[src/hdl/bsfc_pkg.sv]
// bsfc_pkg: shared types and constants for the binaural stereo fir convolver
// command codes, register indexes, queued job record and back end states
// no dependencies
`default_nettype none

package bsfc_pkg;

   localparam int DATA_W     = 16;
   localparam int CMD_W      = 2;
   localparam int IDX_W      = 8;
   localparam int DLY_REG_W  = 8;
   localparam int CSR_W      = 32;
   localparam int CSR_ADDR_W = 3;

   localparam logic [CMD_W-1:0] CMD_SAMPLE     = 2'd0;
   localparam logic [CMD_W-1:0] CMD_LOAD_LEFT  = 2'd1;
   localparam logic [CMD_W-1:0] CMD_LOAD_RIGHT = 2'd2;
   localparam logic [CMD_W-1:0] CMD_NONE       = 2'd3;

   localparam logic REG_DELAY_LEFT  = 1'b0;
   localparam logic REG_DELAY_RIGHT = 1'b1;

   typedef enum logic [1:0] {
      OP_SAMPLE,
      OP_LOAD_LEFT,
      OP_LOAD_RIGHT
   } op_type;

   typedef struct packed {
      op_type                    op;
      logic [IDX_W-1:0]          tap_index;
      logic signed [DATA_W-1:0]  value;
   } job_type;

   typedef enum logic [2:0] {
      ST_CLEAR,
      ST_IDLE,
      ST_MAC,
      ST_DRAIN,
      ST_DONE
   } back_state_type;

endpackage

`default_nettype wire

[src/hdl/bsfc_queue.sv]
// bsfc_queue: two-entry job queue between front and back end
// depends on bsfc_pkg for the job record
`default_nettype none

module bsfc_queue
   import bsfc_pkg::*;
(
   input  wire logic    clock,
   input  wire logic    reset,
   input  wire logic    push,
   input  job_type      push_job,
   output logic         full,
   output logic         pop_valid,
   output job_type      pop_job,
   input  wire logic    pop
);

   job_type     entry_ff [2];
   logic        wr_ptr_ff, wr_ptr_in;
   logic        rd_ptr_ff, rd_ptr_in;
   logic [1:0]  count_ff, count_in;

   always_comb begin
      wr_ptr_in = wr_ptr_ff;
      rd_ptr_in = rd_ptr_ff;
      count_in  = count_ff;
      if (push) begin
         wr_ptr_in = ~wr_ptr_ff;
      end
      if (pop) begin
         rd_ptr_in = ~rd_ptr_ff;
      end
      case ({push, pop})
         2'b10:   count_in = count_ff + 2'd1;
         2'b01:   count_in = count_ff - 2'd1;
         default: count_in = count_ff;
      endcase
   end

   always_ff @(posedge clock) begin
      if (reset) begin
         wr_ptr_ff <= 1'b0;
         rd_ptr_ff <= 1'b0;
         count_ff  <= 2'd0;
      end else begin
         wr_ptr_ff <= wr_ptr_in;
         rd_ptr_ff <= rd_ptr_in;
         count_ff  <= count_in;
      end
   end

   always_ff @(posedge clock) begin
      if (push) begin
         entry_ff[wr_ptr_ff] <= push_job;
      end
   end

   assign full      = (count_ff == 2'd2);
   assign pop_valid = (count_ff != 2'd0);
   assign pop_job   = entry_ff[rd_ptr_ff];

endmodule

`default_nettype wire

[src/hdl/bsfc_front.sv]
// bsfc_front: takes input beats, sorts them into jobs and queues them
// depends on bsfc_pkg and bsfc_queue
`default_nettype none

module bsfc_front
   import bsfc_pkg::*;
(
   input  wire logic                     clock,
   input  wire logic                     reset,
   input  wire logic                     req_valid,
   output logic                          req_ready,
   input  wire logic [CMD_W-1:0]         req_cmd,
   input  wire logic [IDX_W-1:0]         req_tap_index,
   input  wire logic signed [DATA_W-1:0] req_value,
   input  wire logic                     hold,
   output logic                          job_valid,
   output job_type                       job,
   input  wire logic                     job_pop
);

   logic    full;
   logic    keep;
   job_type new_job;

   always_comb begin
      keep              = 1'b1;
      new_job.op        = OP_SAMPLE;
      new_job.tap_index = req_tap_index;
      new_job.value     = req_value;
      unique case (req_cmd)
         CMD_SAMPLE:     new_job.op = OP_SAMPLE;
         CMD_LOAD_LEFT:  new_job.op = OP_LOAD_LEFT;
         CMD_LOAD_RIGHT: new_job.op = OP_LOAD_RIGHT;
         default:        keep = 1'b0;
      endcase
   end

   assign req_ready = !full && !hold;

   bsfc_queue u_queue (
      .clock     (clock),
      .reset     (reset),
      .push      (req_valid && req_ready && keep),
      .push_job  (new_job),
      .full      (full),
      .pop_valid (job_valid),
      .pop_job   (job),
      .pop       (job_pop)
   );

endmodule

`default_nettype wire

[config.mk]
export PLATFORM = sky130hd
export DESIGN_NAME = bsfc_front
export DESIGN_NICKNAME = d
export VERILOG_FILES = /design/src/hdl/bsfc_pkg.sv /design/src/hdl/bsfc_queue.sv /design/src/hdl/bsfc_front.sv
export SDC_FILE = /design/constraint.sdc
export NUM_CORES = 1
export LEC_CHECK = 0
export ABC_AREA = 1
export ABC_CLOCK_PERIOD_IN_PS = 3400
export BUFFER_PORTS_ARGS = -buffer_cell sky130_fd_sc_hd__buf_2
export CAP_MARGIN = 20
export CORE_MARGIN = 2
export CORE_UTILIZATION = 25
export CTS_CLUSTER_SIZE = 30
export DETAILED_ROUTE_END_ITERATION = 7
export PLACE_DENSITY = 0.51
export SYNTH_ARGS = -nofsm -noshare
export SYNTH_HDL_FRONTEND = slang
export SYNTH_SLANG_ARGS = --single-unit
export TNS_END_PERCENT = 30
[constraint.sdc]
create_clock -name clock -period 3.4 [get_ports clock]
set_input_delay 0.68 -clock clock [delete_from_list [all_inputs] [get_ports clock]]
set_output_delay 0.68 -clock clock [all_outputs]
set_load 0.02 [all_outputs]
==> impl_metrics.csv <==
group,metric,value,unit
status,status,"completed",
global_route,grt_pass1_vias,1185,
timing,max_slew.worst_pin.slew,0.854,ns
die,dieArea,9720,um^2
final_layout,drive_gt1_share,55.8,%
yosys,synthCells,117,
yosys,synth.distinct_cells,18,
worst_setup_path,reg2reg_from,"u_queue.count_ff[0]$_SDFFE_PP0P_",
timing,slew_headroom,43.0,%
detailed_routing,viasPerCell,3.96,
die,rows,34,
clocking,clk_latency,0.33,ns
hold_path,hold_depth,2,
clocking,clk_pin_slew,0.06,ns
clocking,clockRootBuffer,"clkbuf_8",
global_route,antenna_found_initial,1,
clocking,cts_hold_buf,0,
timing,rsz0062_at_grt,"false",
detailed_routing,drt-met1-wl,1590,um
yosys,ys_ff_latch,57,
timing,hold_slack,0.515,ns
timing,min_period_over_period,72.9,%
placed_design,routabilityCongestion,0.690,
die,die_y,98.6,um
detailed_routing,drt_iter0_drc,39,
hold_path,hold_class,"reg2reg",
worst_setup_path,required,2.72,ns
final_layout,utilization,32.6,%
worst_setup_path,r2r_setup_slack,1.58,ns
timing,setup_viol,0,
clocking,clockBufferDepth,2,
timing,fin_setup_tns,0,ns
yosys,ys.flop_type,"edfxtp_1",
detailed_routing,drtAntennaViolNets,0,
detailed_routing,drt_pass1_iterations,4,
timing,max_freq,0.403,GHz
clocking,post_cts.repair.setup_buffers,0,
detailed_routing,routed_wl,3670,um
yosys,ys_top_cells_by_area,"edfxtp_1, mux2_4, dfxtp_1, mux2_2, buf_12",
detailed_routing,wl_met3,233,um
power,cellLeakagePower,0.00112,uW
worst_setup_path,path_class,"reg2out",
yosys,synth-edff-count,52,
yosys,synthTopCellsByCount,"edfxtp_1, mux2_4, inv_1, nor2_1, mux2_2",
final_layout,fin_nets,217,
yosys,syn_nets,149,
placed_design,io_buffers,58,
detailed_routing,met2_length,1790,um
placed_design,dp_hpwl,2500,um
yosys,ys_warn_count,0,
placed_design,dpl.cell_count,282,
yosys,syn-cell-area,2240,um^2
worst_setup_path,r2r_cells,5,
clocking,cts_resized,0,
global_route,grt_pass1_wl,5850,um
final_layout,num_antenna_cells,0,
power,ir_drop,0.000251,V
worst_setup_path,worstReg2RegEnd,"u_queue.entry_ff[0][18]$_DFFE_PP_",
detailed_routing,vias,1181,
worst_setup_path,cp.arrival,1.80,ns
global_route,grt-ovfl-total,0,
power,power,1600,uW
clocking,cts.sinks,57,
job,maxCapViolations,0,
detailed_routing,drcViolationCount,0,
clocking,cts.htree.levels,3,
final_layout,syn_to_final_growth,26.3,%
yosys,syn_avg_cell_area,19.1,um^2
die,core,8680,um^2
global_route,grtUsageTotal,8.01,%
clocking,cts_buffers,9,
clocking,cts_tree,"built",
timing,finalHoldViolCount,0,
hold_path,hp-start,"u_queue.rd_ptr_ff$_SDFFE_PP0P_",
timing,slew_violations,0,
die,io_pins,59,
yosys,yosysMostFrequentCell,"edfxtp_1",
power,power-per-cell-area,565,nW/um^2
worst_setup_path,end_kind,"primary output",
die,die_w,98.6,um
final_layout,fin_cells,298,
yosys,synth_top_area_cell,"edfxtp_1",
global_route,grt_max_degree,27,
yosys,yosysTopAreaCellShare,69.8,%
detailed_routing,routedWlPerCell,12.3,um
detailed_routing,highest_layer,"met5",
worst_setup_path,crit_path_start_kind,"register",
die,initial_core_util,25.8,%
timing,skew,0.00692,ns
worst_setup_path,cp_max_fo,26,
yosys,postSynth.asyncResetShare,0,%
yosys,yosysSeqAreaShare,74.3,%
timing,min_period,2.48,ns
==> final cells by class <==
cell class	count	area, um^2
Sequential cell	57	1660
Multi-Input combinational cell	49	497
Inverter	8	30.0
Tap cell	108	135
Clock inverter	7	71.3
Fill cell	893	5850
Clock buffer	9	124
Timing Repair Buffer	60	305
==> where the power goes <==
| part | internal, uW | switching [uW] |
|---|---|---|
| Combinational | 85.7 | 90.1 |
| Sequential | 794 | 24.5 |
| Clock | 336 | 267 |
| Total | 1220 | 382 |
==> state kept, by name, indices dropped and copies added (netlist names), named ones only <==
register and flops:
u_queue.entry_ff 52, u_queue.count_ff 2, u_queue.rd_ptr_ff 1, u_queue.wr_ptr_ff 1
==> worst max path at each step <==
stage | startpoint | endpoint | slack [ns]
6_report | register | job[8] | 0.92
5_1_grt | register | job[9] | 0.81
4_1_cts | register | job[9] | 0.85
3_5_place_dp | req_cmd[1] | u_queue.entry_ff[0][15]$_DFFE_PP_ | 1.08
3_3_place_gp | req_cmd[1] | u_queue.entry_ff[0][12]$_DFFE_PP_ | 1.11
2_1_floorplan | hold | u_queue.entry_ff[0][0]$_DFFE_PP_ | 0.88
==> kinds of logic after synthesis <==
| logic type | synth area share [%] |
|---|---|
| xor gates and xnor gates | 0.392 |
| adders and majority gates | 0.559 |
| DFF | 74.3 |
| muxes | 16.4 |
| AOI/OAI and AO/OA | 1.90 |
| and+or+nand+nor | 2.80 |
| buffers and inverters | 3.64 |
==> per-stage QoR <==
stage                     worst slack (ns)  area (um^2)
after floorplan                      0.878         2240
after global placement                1.11         2630
after detailed placement              1.08         2630
after CTS                            0.851         2830
after global routing                 0.806         2830
final                                0.921         2830
==> metal layers <==
layer | vias up | track usage [%]
li1 | 570 | -
met1 | 568 | 8.99
met2 | 35 | 12.7
met3 | 6 | 3.48
met4 | 2 | 4.74
met5 | - | 0
==> critical path, stage by stage (launching register included) <==
cell	delay [ns]
dfxtp_2	0.89
mux2_2	0.42
buf_2	0.16
==> placed cells by master, fill, tap and decap left out, types with 2 or more instances in the layout <==
master / instances
buf_2: 58
edfxtp_1: 52
mux2_4: 20
clkbuf_8: 9
inv_1: 8
nor2_1: 6
mux2_2: 6
nand2_1: 5
dfxtp_1: 4
a21oi_1: 3
clkinvlp_4: 3
clkinv_2: 2
buf_4: 2
(Power assumes the default switching activity.)
